<file path="src/design/gdd_row_mem.sv">
// ----------------------------------------------------------------------------
// gdd_row_mem
// Done-mark row store: one write port, one read port, registered read data.
// Per-row valid bits make unwritten rows read as zero after reset.
// ----------------------------------------------------------------------------
module gdd_row_mem #(
   parameter int unsigned DEPTH = 64,
   parameter int unsigned WIDTH = 64
) (
   input  logic                     clock,
   input  logic                     reset,
   input  logic                     rd_en,
   input  logic [$clog2(DEPTH)-1:0] rd_addr,
   output logic [WIDTH-1:0]         rd_data,
   input  logic                     wr_en,
   input  logic [$clog2(DEPTH)-1:0] wr_addr,
   input  logic [WIDTH-1:0]         wr_data
);

   logic [WIDTH-1:0] row_mem_ff [DEPTH];
   logic [WIDTH-1:0] q_ff;
   logic [DEPTH-1:0] vld_ff;
   logic             q_vld_ff;

   always_ff @(posedge clock) begin
      if (wr_en) begin
         row_mem_ff[wr_addr] <= wr_data;
      end
      if (rd_en) begin
         q_ff <= row_mem_ff[rd_addr];
      end
   end

   always_ff @(posedge clock) begin
      if (reset) begin
         vld_ff   <= '0;
         q_vld_ff <= 1'b0;
      end else begin
         if (wr_en) begin
            vld_ff[wr_addr] <= 1'b1;
         end
         if (rd_en) begin
            q_vld_ff <= vld_ff[rd_addr];
         end
      end
   end

   assign rd_data = q_vld_ff ? q_ff : '0;

endmodule

</file>
<file path="config.mk">
export PLATFORM = sky130hd
export DESIGN_NAME = gdd_row_mem
export DESIGN_NICKNAME = d
export VERILOG_FILES = /design/src/design/gdd_row_mem.sv
export SDC_FILE = /design/constraint.sdc
export NUM_CORES = 2
export LEC_CHECK = 0
export BUFFER_PORTS_ARGS = -buffer_cell sky130_fd_sc_hd__buf_2
export CAP_MARGIN = 25
export CORE_ASPECT_RATIO = 1.2
export CORE_MARGIN = 10
export CORE_UTILIZATION = 45
export DETAILED_ROUTE_END_ITERATION = 7
export GPL_TIMING_DRIVEN = 1
export HOLD_SLACK_MARGIN = 0.12
export REMOVE_ABC_BUFFERS = 1
export SYNTH_ARGS = -nofsm -noshare
export SYNTH_HDL_FRONTEND = slang
export SYNTH_SLANG_ARGS = --single-unit
</file>
<file path="constraint.sdc">
create_clock -name clock -period 11 [get_ports clock]
set_input_delay 1.65 -clock clock [delete_from_list [all_inputs] [get_ports clock]]
set_output_delay 1.65 -clock clock [all_outputs]
set_load 0.05 [all_outputs]
</file>
* Word level (Yosys, flattened, before mapping)
Memory sizes are Yosys's and may differ from the RTL's. A register that Yosys moved wholly into a read port is not among the register bits.
Cells that the tools add are included.
W data, S select, Z words.
** Word-level totals
- Logic and storage cells :: 15
- Output and inout port bits :: 64
- Register bits :: 65
- Bits of input ports :: 80
- Memories kept :: 1
- RAM bits :: 4096
** Cells by class
- Bitwise logic cells :: 1
- Mux-type cells :: 7
- Reductions and logical operators :: 1
- Magnitude comparators :: 3
** Memory list
- row_mem_ff :: depth 64, bits a word 64, read ports 1, clocked after memory_dff 1, write ports 1, RTL line 20 : logic [WIDTH-1:0] row_mem_ff [DEPTH];
** Operators with widths (count)
- $mux W64 :: 1
- $or A64 B64 Y64 :: 1
- $lt A6 B7 Y1 const B :: 2
- $bmux W1 S6 :: 1
- $demux W1 S6 :: 1
- $ge A6 B1 Y1 const B :: 1
- $mux W1 :: 4
- $logic_and A1 B1 Y1 :: 1

* Longest topological paths before layout
- Word-level depth :: 5
- Depth in mapped cells :: 9
- Depth with buffers taken out :: 5

* Worst setup path before layout
Ideal clock, no wire load.
- Path kind :: input-to-reg
- Start :: input port wr_en
- End :: memory row_mem_ff[40][0], enable pin
- Arrival time :: 6527 ps
- Required time :: 10433 ps
- Slack :: 3906 ps
- Setup time :: 567 ps
- Path buffers :: 0
- Cell stages on the path :: 3
- Cell sequence :: nor2b_1 > nand3_1 > nor3_1
** On the way
- Longest elaborated chain between the ends :: 2
** RTL lines
- start: declaration :: RTL line 15 : input logic wr_en,
- $mux W1 :: RTL line 26 : if (wr_en) begin
- $mux W1 (implied by the code) :: RTL line 27 : row_mem_ff[wr_addr] <= wr_data;
- end: declaration :: RTL line 20
Every way passes these cells.

* Final worst setup path
- Start :: register q_vld_ff
- End :: output port rd_data[31]
** On the way
- Longest elaborated chain between the ends :: 1
** RTL lines
- start: declaration :: RTL line 23 : logic q_vld_ff;
- start signal: assignment :: RTL line 43 : q_vld_ff <= vld_ff[rd_addr];
- $mux W64 :: RTL line 48 : assign rd_data = q_vld_ff ? q_ff : '0;
- end: declaration :: RTL line 14 : output logic [WIDTH-1:0] rd_data,
Every way passes these cells.

==> impl_metrics.env <==
export IMPL_finalHoldViolCount=0
export IMPL_crit_required_ns=9.35
export IMPL_synth_area_leader_cell="edfxtp_1"
export IMPL_fp_dieH_um=673
export IMPL_grt_pass1_vias=75749
export IMPL_syn_avg_cell_area_um2=25.0
export IMPL_globalRoute_totalOverflow=0
export IMPL_crit_buf_inv=2
export IMPL_place_inst=11078
export IMPL_period_share_pct=43.0
export IMPL_hold_start="vld_ff[22]"
export IMPL_setup_viol=0
export IMPL_area_growth_pct=13.4
export IMPL_fmax_ghz=0.211
export IMPL_clk_latency_ns=0.94
export IMPL_cts_resized_gates=0
export IMPL_synth_seq_cells=4225
export IMPL_vdd_drop_max_mv=0.126
export IMPL_reg2reg_depth=4
export IMPL_syn_area_um2=160000
export IMPL_hold_path_class="flop to flop"
export IMPL_skew_ns=0.0605
export IMPL_crit_family="buffers and inverters"
export IMPL_drv_cap=0
export IMPL_cts_sinks=4225
export IMPL_powerDensity_nw_per_um2=183
export IMPL_routedWlPerCell_um=36.8
export IMPL_netlist_instances=6380
export IMPL_dieArea_um2=379000
export IMPL_synth_warnings=0
export IMPL_antenna_left=0
export IMPL_globalplace_congestion=0.759
export IMPL_path_class="flop to output port"
export IMPL_ys_seq_area_share_pct=79.1
export IMPL_cts_hold_buf=0
export IMPL_synth_top_cell_area_share_pct=78.2
export IMPL_cts_setup_buffers=0
export IMPL_worst_slew_pin_slew_ns=1.32
export IMPL_hpwl_um=223000
export IMPL_r2r_start="row_mem_ff[18][12]"
export IMPL_num_rows=239
export IMPL_vias=74096
export IMPL_cts_root_buffer_cell="clkbuf_16"
export IMPL_period_needed_ns=4.73
export IMPL_max_stage_delay_ns=0.72
export IMPL_cp_slowest_cell="buf_4"
export IMPL_ff_latch_area_um2=126000
export IMPL_arrival_ns=3.08
export IMPL_grt_antenna_before_repair=30
export IMPL_drv_slew=0
export IMPL_fillers=26948
export IMPL_rsz0062_at_grt="false"
export IMPL_synthTopCellsByArea="edfxtp_1 78%, mux4_2 18%, dfxtp_1 0.81%"
export IMPL_path_max_fanout=46
export IMPL_netlist_cell_type_count=32
export IMPL_cts_buffer_depth=4
export IMPL_layout_drive_gt1_share_pct=32.3
export IMPL_port_buffers=143
export IMPL_grt_start_max_net_pins=152
export IMPL_reg2reg_to="q_ff[12]"
export IMPL_whs_endpoint="vld_ff[22]"
export IMPL_cts_max_level=5
export IMPL_die_x_um=564
export IMPL_initial_utilization_pct=45.2
export IMPL_via_per_inst=6.25
export IMPL_io_pins=144
export IMPL_finalNonFillerCells=11862
export IMPL_status="complete, no violations"
export IMPL_grt_usage_pct=22.6
export IMPL_cts_made_buffers=405
export IMPL_p_leak_nw=55.9
export IMPL_relSlewSlack_pct=12.0
export IMPL_finalWirelength_um=436000
export IMPL_multi_input_area_um2=32400
export IMPL_grt_pass1_wl_um=607000
export IMPL_drt_pass1_iterations=5
export IMPL_first_iter_violations=9158
export IMPL_cts_tree="built"
export IMPL_cp_cell_sequence="buf_4, and2_1, buf_2"
export IMPL_path_clk_slew_ns=0.06
export IMPL_drc=0
export IMPL_fin_nets=6899
export IMPL_r2r_slack_ns=8.44
export IMPL_hold_depth=2
export IMPL_endpoint_kind="output port"
export IMPL_coreArea_um2=353000
export IMPL_crit_path_start_kind="flop"
export IMPL_setup_tns_ns=0
## synthesized netlist by cell type, drive strengths merged
library cell  count
edfxtp         4160
mux4           1290
nor2            186
buf             170
clkbuf          170
a22oi           130
nand2            73
and2             66
dfxtp            65
nor2b            15
nand3            10
nand2b            9
mux2              5
nor3              4
o21ba             4
a2111oi           3
a211oi            3
a311oi            2
mux2i             2
nand4             2
nor4              2
o22ai             2
a21oi             1
a31oi             1
nand3b            1
o21ai             1
o2bb2ai           1
o41ai             1
or3               1
## per-layer routing
layer	vias to the layer above	track usage [%]	wire, µm
met5	-	0	98
met3	790	3.54	33100
met2	3442	38.2	221000
li1	28612	-	-
met4	16	7.16	15700
met1	41236	30.6	166000
## worst max-delay path by stage
stage,end,depth (start not counted),slack (ns),from
final,rd_data[31],3,6.27,q_vld_ff
after global routing,rd_data[31],3,6.08,q_vld_ff
after CTS,rd_data[31],3,6.06,q_vld_ff
after detailed placement,q_ff[15],6,5.39,rd_addr[1]
after global placement,q_ff[12],7,5.44,rd_addr[0]
after floorplan,row_mem_ff[40][0],3,3.91,wr_en
## stage by stage
step           util (%)  instance area (µm²)  hold slack (ns)  power (W)  setup slack [ns]
2_1_floorplan         -               158000            0.432     0.0189              3.91
3_3_place_gp       47.3               167000            0.444     0.0197              5.44
5_1_grt            51.3               181000            0.495     0.0341              6.08
3_5_place_dp       47.4               167000            0.455     0.0197              5.39
4_1_cts            51.1               180000            0.469     0.0334              6.06
6_report           51.3               181000            0.467     0.0332              6.27
## area by class of cell
type                            instances  area share, %
Timing Repair Buffer                  372           1.93
Clock inverter                        239           1.31
Antenna cell                           23         0.0318
Clock buffer                          489           5.88
Tap cell                             4699           3.25
Sequential cell                      4225           69.7
Multi-Input combinational cell       1815           17.9
## power breakdown
part / total [W] / internal [W] / leakage [nW] / switching, W
logic: 0.00151 / 0.000616 / 11.5 / 0.000892
registers: 0.0179 / 0.0178 / 38.0 / 0.0000481
clock network: 0.0138 / 0.00793 / 6.34 / 0.00588
total: 0.0332 / 0.0264 / 55.9 / 0.00682
## sequential cells by signal (all words and copies together), names as in the netlist
signal and count:
row_mem_ff 4096, vld_ff 64, q_ff 64, q_vld_ff 1
## worst reg2reg max path: stages, from the launching register on
cell      delay [ns]
edfxtp_1        0.38
mux4_2          0.47
mux4_2          0.49
a22oi_1         0.76
nand2_1         0.17
## logic make-up (layout without fill, tap and decap cells)
| group | count (synthesis) | in the layout | share of synthesized area [%] |
|---|---|---|---|
| other cells | 0 | 23 | 0 |
| flops | 4225 | 4225 | 79.1 |
| simple gates | 369 | 369 | 1.03 |
| compound gates | 149 | 149 | 0.707 |
| mux | 1297 | 1297 | 18.2 |
| buf+inv | 340 | 1100 | 0.970 |
## layout by cell type, fill, tap and decap left out, drive strengths merged, types with 4 or more instances in the layout
master and n:
nor2 186, dfxtp 65, and2 66, edfxtp 4160, nand3 10, nand2 73, a22oi 130, diode 23
clkinv 168, inv 9, o21ba 4, bufinv 45, mux4 1290, buf 372, nor2b 15, clkbuf 489
clkinvlp 17, mux2 5, nand2b 9, nor3 4
(Power assumes the default switching activity.)
