$ cat src/design/gdd_pkg.sv
// ----------------------------------------------------------------------------
// gdd_pkg
// Shared types and constants for the grid dependency dispatcher.
// ----------------------------------------------------------------------------
package gdd_pkg;

   localparam int unsigned DIM_W     = 7;   // holds a grid size of 0..64
   localparam int unsigned COORD_W   = 6;
   localparam int unsigned COUNT_W   = 13;
   localparam int unsigned ADD_W     = 6;   // inner cells counted in one row
   localparam int unsigned CSR_IDX_W = 2;

   localparam logic [COUNT_W-1:0] COUNT_MAX = 13'd4096;

   // request actions
   localparam logic [1:0] ACT_PRELOAD  = 2'd0;
   localparam logic [1:0] ACT_START    = 2'd1;
   localparam logic [1:0] ACT_COMPLETE = 2'd2;

   // register indexes
   localparam logic [CSR_IDX_W-1:0] CSR_GRID_WIDTH  = 2'd0;
   localparam logic [CSR_IDX_W-1:0] CSR_GRID_HEIGHT = 2'd1;

   typedef struct packed {
      logic [1:0]         action;
      logic [COORD_W-1:0] cell_x;
      logic [COORD_W-1:0] cell_y;
   } gdd_req_type;

   typedef struct packed {
      logic               has_cell;
      logic [COORD_W-1:0] ready_x;
      logic [COORD_W-1:0] ready_y;
      logic [COUNT_W-1:0] done_count;
      logic               last;
   } gdd_rsp_type;

   // outcome of walking one row during a scan
   typedef struct packed {
      logic [DIM_W-1:0] first;     // first column not done, clipped to width
      logic [ADD_W-1:0] add;       // inner done cells walked
      logic             dispatch;  // first column is ready
   } gdd_eval_type;

   typedef enum logic [2:0] {
      ST_IDLE,
      ST_PRELOAD,
      ST_CMP_ROW,
      ST_CMP_LOW,
      ST_CMP_UP,
      ST_CMP_UP_OUT,
      ST_SCAN
   } gdd_state_type;

endpackage

$ cat src/design/gdd_row_eval.sv
// ----------------------------------------------------------------------------
// gdd_row_eval
// Walks one row for the start scan: finds the first cell not done, counts the
// inner done cells before it and checks it against the row below.
// ----------------------------------------------------------------------------
module gdd_row_eval
   import gdd_pkg::*;
#(
   parameter int unsigned WIDTH = 64
) (
   input  logic [WIDTH-1:0] row,
   input  logic [WIDTH-1:0] prev,
   input  logic [DIM_W-1:0] eff_w,
   input  logic             row_zero,
   output gdd_eval_type     ev
);

   localparam int unsigned NG   = (WIDTH + 7) / 8;
   localparam int unsigned IdxW = $clog2(WIDTH);

   logic [NG*8-1:0]  pad;
   logic [NG-1:0]    full;
   logic [2:0]       pos [NG];
   logic [DIM_W-1:0] ones;
   logic [DIM_W-1:0] first;
   logic [IdxW-1:0]  idx;
   logic [IdxW-1:0]  idx_m1;

   // per byte: all ones, and position of the lowest zero
   always_comb begin
      pad = '0;
      pad[WIDTH-1:0] = row;
      for (int g = 0; g < NG; g++) begin
         full[g] = &pad[g*8 +: 8];
         pos[g]  = 3'd7;
         for (int b = 7; b >= 0; b--) begin
            if (!pad[g*8 + b]) begin
               pos[g] = 3'(b);
            end
         end
      end
   end

   // lowest byte that holds a zero
   always_comb begin
      ones = DIM_W'(NG * 8);
      for (int g = NG - 1; g >= 0; g--) begin
         if (!full[g]) begin
            ones = DIM_W'(g * 8) + {4'b0, pos[g]};
         end
      end
   end

   assign first  = (ones < eff_w) ? ones : eff_w;
   assign idx    = first[IdxW-1:0];
   assign idx_m1 = idx - 1'b1;

   assign ev.first    = first;
   assign ev.dispatch = (first < eff_w) && (first != '0) && !row_zero &&
                        prev[idx] && prev[idx_m1];
   assign ev.add      = (!row_zero && first != '0) ? ADD_W'(first - 1'b1) : '0;

endmodule

$ cat config.mk
export PLATFORM = sky130hd
export DESIGN_NAME = gdd_row_eval
export DESIGN_NICKNAME = d
export VERILOG_FILES = /design/src/design/gdd_pkg.sv /design/src/design/gdd_row_eval.sv
export SDC_FILE = /design/constraint.sdc
export NUM_CORES = 1
export LEC_CHECK = 0
export BUFFER_PORTS_ARGS = -buffer_cell sky130_fd_sc_hd__buf_2
export CAP_MARGIN = 15
export CORE_MARGIN = 2
export CORE_UTILIZATION = 44
export DETAILED_ROUTE_END_ITERATION = 12
export GPL_TIMING_DRIVEN = 0
export PLACE_DENSITY = 0.84
export SLEW_MARGIN = 20
export SYNTH_ARGS = -nofsm -noshare
export SYNTH_HDL_FRONTEND = slang
export SYNTH_SLANG_ARGS = --single-unit
$ cat constraint.sdc
create_clock -name vclk -period 13.3
set_clock_uncertainty 0.05 [all_clocks]
set_input_delay 3.325 -clock vclk [all_inputs]
set_output_delay 3.325 -clock vclk [all_outputs]
set_load 0.01 [all_outputs]
# == Word level (Yosys, flattened, before mapping) ==
# Cells that the tools add are included.
# classes
add_sub_neg,9
order_cmp,4
mux,70
n_reduce_logical,15
# op_table
op,count
2-to-1 mux 3 bit,48
AND reduction 8 bit,8
2-to-1 mux 7 bit,9
adder 6 x 3 -> 7 bit (first input constant),4
less-than comparator 6 x 7 -> 1 bit (second input constant),2
less-than comparator 7 bit,2
adder 5 x 3 -> 6 bit (first input constant),2
binary-select mux 1 bit (select 6 bit),2
subtractor 6 x 1 -> 6 bit (second input constant),2
2-to-1 mux 1 bit,10
nonzero test 7 bit,1
2-to-1 mux 6 bit,1
adder 4 x 3 -> 5 bit (first input constant),1
logical AND 1 bit,5
zero test 1 bit,1
# totals
register_bits,0
inputBits,136
output_inout_bits,14
elab_cells,98

# == Logic depth before layout (Yosys ltp) ==
# depth
ltp_word,23
ltp_mapped,24
mapped_depth_nobuf,21

# == Worst setup path before layout ==
# No wires, ideal clock.
# synth_timing
kind,input to output
start,in row[3]
end,out ev[0] (netlist bit)
t_arrival_ns,8.124
required_time_ns,9.925
path_slack_ns,1.801
cell_stages,22
path_buffers,4
path_cell_list,nand4_2 > nor4_1 > nand3_1 > nor3b_1 > ha_1 > nand2_1 > nor2_1 > a211oi_1 > nand3_1 > o31ai_2 > or2_1 > buf_6 > mux2i_4 > buf_6 > ha_1 > buf_1 > clkbuf_1 > mux4_2 > mux2_2 > o2111ai_1 > nand4_1 > and3_1
# synth_lines
element,line,text
start: declaration,gdd_row_eval.sv:11,"input logic [WIDTH-1:0] row,"
end: declaration,gdd_row_eval.sv:15,output gdd_eval_type ev

==> flow_summary.ini <==
[global_routing]
globalRouteOverflowTotal = 0
global_route.usage.total_pct = 24.9
grt_first_pass_wirelength_um = 13600
grt_pass1_vias = 3137
pin_count_of_the_biggest_net_entering_global_routing = 12
antenna_violations_before_repair = 0

[yosys]
synth.area.top_cells = sky130_fd_sc_hd__mux4_2, sky130_fd_sc_hd__mux2i_1, sky130_fd_sc_hd__ha_1, sky130_fd_sc_hd__o21ai_0, sky130_fd_sc_hd__nand2_1
synth.largest_area_cell = sky130_fd_sc_hd__mux4_2
netlist_area_mm2 = 0.00273
synth_mux_area_share_pct = 32.2
synth_largest_type_area_fraction_pct = 14.0
synthesis.yosys.warnings = 0
synth_seq_area_share_pct = 0
synth_nets = 484
area_fraction_in_and_or_nand_and_nor_cells_after_synthesis_pct = 25.6
parity_gate_share_of_the_synthesized_area_counting_xor_and_xnor_cells_pct = 1.28
syn_inst = 334
yosys_cell_types = 75
synth_adder_area_share_pct = 6.42
main_combinational_cell_family_by_area_after_synthesis = multiplexers
synth_compound_gate_area_share_pct = 27.7
synthesized_area_divided_by_synthesized_cell_count_um2 = 8.17

[route]
routedWlPerCell_um = 16.5
detail_route.iter0.violations = 185
wl_um = 9230
remaining_antenna_violation_count = 0
detailroute.via_count = 3423
remaining_drc_errors = 0
vias_per_cell = 6.12
drt_first_pass_iters = 5

[final_layout]
clkbuf_count = 0
final_layout_size_suffix_gt1_share_pct = 42.6
final_nets = 636
mostFrequentLayoutCell = sky130_fd_sc_hd__buf_2
final_cell_area_mm2 = 0.00358
antenna_cells_inserted = 0
final.fill_count = 553
seq_cells = 0
area.sequential_um2 = 0
layout.core_utilization_pct = 60.1
final_cell_mix = sky130_fd_sc_hd__buf_2, sky130_fd_sc_hd__mux2i_1, sky130_fd_sc_hd__nand2_1
area_delta_synth_final_pct = 31.2

[timing]
finalCritPeriodShare_pct = 95.3
timing.max_slew.rel_slack_pct = 50.3
endpoints_failing_hold = 0
timing.final.setup_violations = 0
timing.setup.tns_ps = 0
fmax_mhz = 78.9
drv_slew = 0
final.setup.worst_slack_ps = 631
rsz0062_at_grt = no
final_critical_period_ps = 12670
worstMarginPinSlew_ps = 741

[placed_design]
placement.setup.worst_slack_ps = 337
port_buffers = 150
hpwlAfterDp_um = 7860
placed_cell_area_mm2 = 0.00357
finalWeightedCongestion = 0.893

[flow_run]
maxCapViolCount = 0

[die]
fp.coreArea_mm2 = 0.00596
die_h_um = 82.8
ios = 150
overall_die_area_mm2 = 0.00685
initial_core_util_pct = 45.8
floorplan.rows = 28
die_width_um = 82.8

[setup_path]
worstSetupEndpointType = output port
timing.critical_path.cells = buf_2, nand4_2, nor4_2, nand3_1, nor3b_1, ha_1, nand2_1, nor2_1, a211oi_1, nand3_1, o31ai_2, or2_1, buf_6, mux2i_4, buf_6, ha_1, buf_1, clkbuf_2, mux4_2, mux2_2, o2111ai_1, nand4_1, and3_1, buf_2
worst-endpoint-arrival_ps = 9290
required_time_of_the_worst_setup_path_ps = 9930
critical_path.slowest_cell = sky130_fd_sc_hd__nor3b_1
timing_worst_setup_path_type = primary input to output port
cp_num_buf_inv = 6
critPathLaunchType = primary input
cpPeakStageDelay_ps = 490
critPathMaxFanout = 11
timing.critical_path.max_delay_family = simple AND/OR/NAND/NOR gates

[power_and_ir_drop]
cellPowerDensity_mw_per_mm2 = 33.4
switching_share_pct = 49.6
max-vdd-ir-drop_mv = 0.0219
leakage_nw = 1.70
fin_total_pwr_mw = 0.119
power_report.internal_total_mw = 0.0603
switchingPower_mw = 0.0592
combinationalPowerShare_pct = 100.0
power_frac_clock_pct = 0
power_frac_seq_pct = 0

[hold_path]
timing.hold.worst_path_depth = 4
min-delay-start = row_zero
hold_class = primary input to output port
timing.hold.worst_endpoint = ev[4]

[cts]
cts.repair_timing.setup_buffer_count = 0
ctsHoldBuffers = 0

[outcome]
run_status = complete, no violations
==> metrics by stage <==
stage / cells / hold slack (ps)
floorplan: 334 / 6770
global placement: 559 / 7050
detailed placement: 559 / 7060
CTS: 559 / 7060
global route: 559 / 7090
finish: 559 / 7060
==> synthesized netlist by cell type (2+ instances only) <==
| cell | n |
|---|---|
| sky130_fd_sc_hd__mux4_2 | 17 |
| sky130_fd_sc_hd__mux2_1 | 3 |
| sky130_fd_sc_hd__o2111ai_1 | 8 |
| sky130_fd_sc_hd__inv_1 | 20 |
| sky130_fd_sc_hd__ha_1 | 14 |
| sky130_fd_sc_hd__a31o_2 | 3 |
| sky130_fd_sc_hd__nand3_1 | 9 |
| sky130_fd_sc_hd__nand2b_1 | 4 |
| sky130_fd_sc_hd__o221ai_1 | 3 |
| sky130_fd_sc_hd__nor2_1 | 17 |
| sky130_fd_sc_hd__nor2_2 | 2 |
| sky130_fd_sc_hd__nand4_2 | 2 |
| sky130_fd_sc_hd__nand2_1 | 28 |
| sky130_fd_sc_hd__nor2b_1 | 11 |
| sky130_fd_sc_hd__a21boi_0 | 3 |
| sky130_fd_sc_hd__mux2i_1 | 36 |
| sky130_fd_sc_hd__and4_1 | 10 |
| sky130_fd_sc_hd__xnor2_1 | 3 |
| sky130_fd_sc_hd__a21oi_1 | 13 |
| sky130_fd_sc_hd__nor3_1 | 6 |
| sky130_fd_sc_hd__buf_6 | 7 |
| sky130_fd_sc_hd__a31oi_1 | 5 |
| sky130_fd_sc_hd__o21ai_1 | 4 |
| sky130_fd_sc_hd__and3_1 | 2 |
| sky130_fd_sc_hd__o211ai_1 | 2 |
| sky130_fd_sc_hd__or2_4 | 2 |
| sky130_fd_sc_hd__a211oi_1 | 11 |
| sky130_fd_sc_hd__nand4_1 | 16 |
| sky130_fd_sc_hd__mux4_1 | 2 |
| sky130_fd_sc_hd__and2_1 | 3 |
| sky130_fd_sc_hd__a2111oi_0 | 3 |
| sky130_fd_sc_hd__o21ai_0 | 22 |
==> metal layers <==
layer,global-route usage (%),vias up,part of all wire [%]
met1,31.2,1603,40
met3,0.761,0,7.2
met4,3.11,0,0
li1,-,1663,-
met2,48.1,157,52
met5,0,-,0
==> power by group through the flow <==
stage	Clock, mW	Sequential, mW	Combinational, mW
floorplan	0	0	0.0730
global placement	0	0	0.115
detailed placement	0	0	0.118
CTS	0	0	0.118
global route	0	0	0.130
finish	0	0	0.119
==> worst max path at each step <==
stage / start / end / slack [ps] / depth (start not counted)
2_1_floorplan: row[3] / ev[0] / 1800 / 22
3_3_place_gp: row[0] / ev[0] / 500 / 24
3_5_place_dp: row[0] / ev[0] / 340 / 25
4_1_cts: row[0] / ev[0] / 320 / 25
5_1_grt: row[0] / ev[0] / 130 / 25
6_report: row[0] / ev[0] / 630 / 24
==> kinds of logic after synthesis <==
group | count (synthesis)
buffers and inverters | 33
and+or+nand+nor | 122
xor gates and xnor gates | 4
adders and majority gates | 14
AOI/OAI and AO/OA | 100
muxes | 61
==> area by class of cell <==
type               instances  area [um2]  share of cell area, %
well taps                 75        93.8                   2.62
plain buffers             11         100                   2.80
inverters                 22        85.1                   2.38
repair buffers           150         751                   21.0
multi-input cells        301        2550                   71.2
==> timing repair <==
| item | 4_1_cts | 5_1_grt |
|---|---|---|
| endpoints found under the setup margin | 0 | 1 |
| gates resized for setup | 0 | 3 |
| hold endpoints to repair | 0 | 0 |
Power figures use the tool's default switching activity.
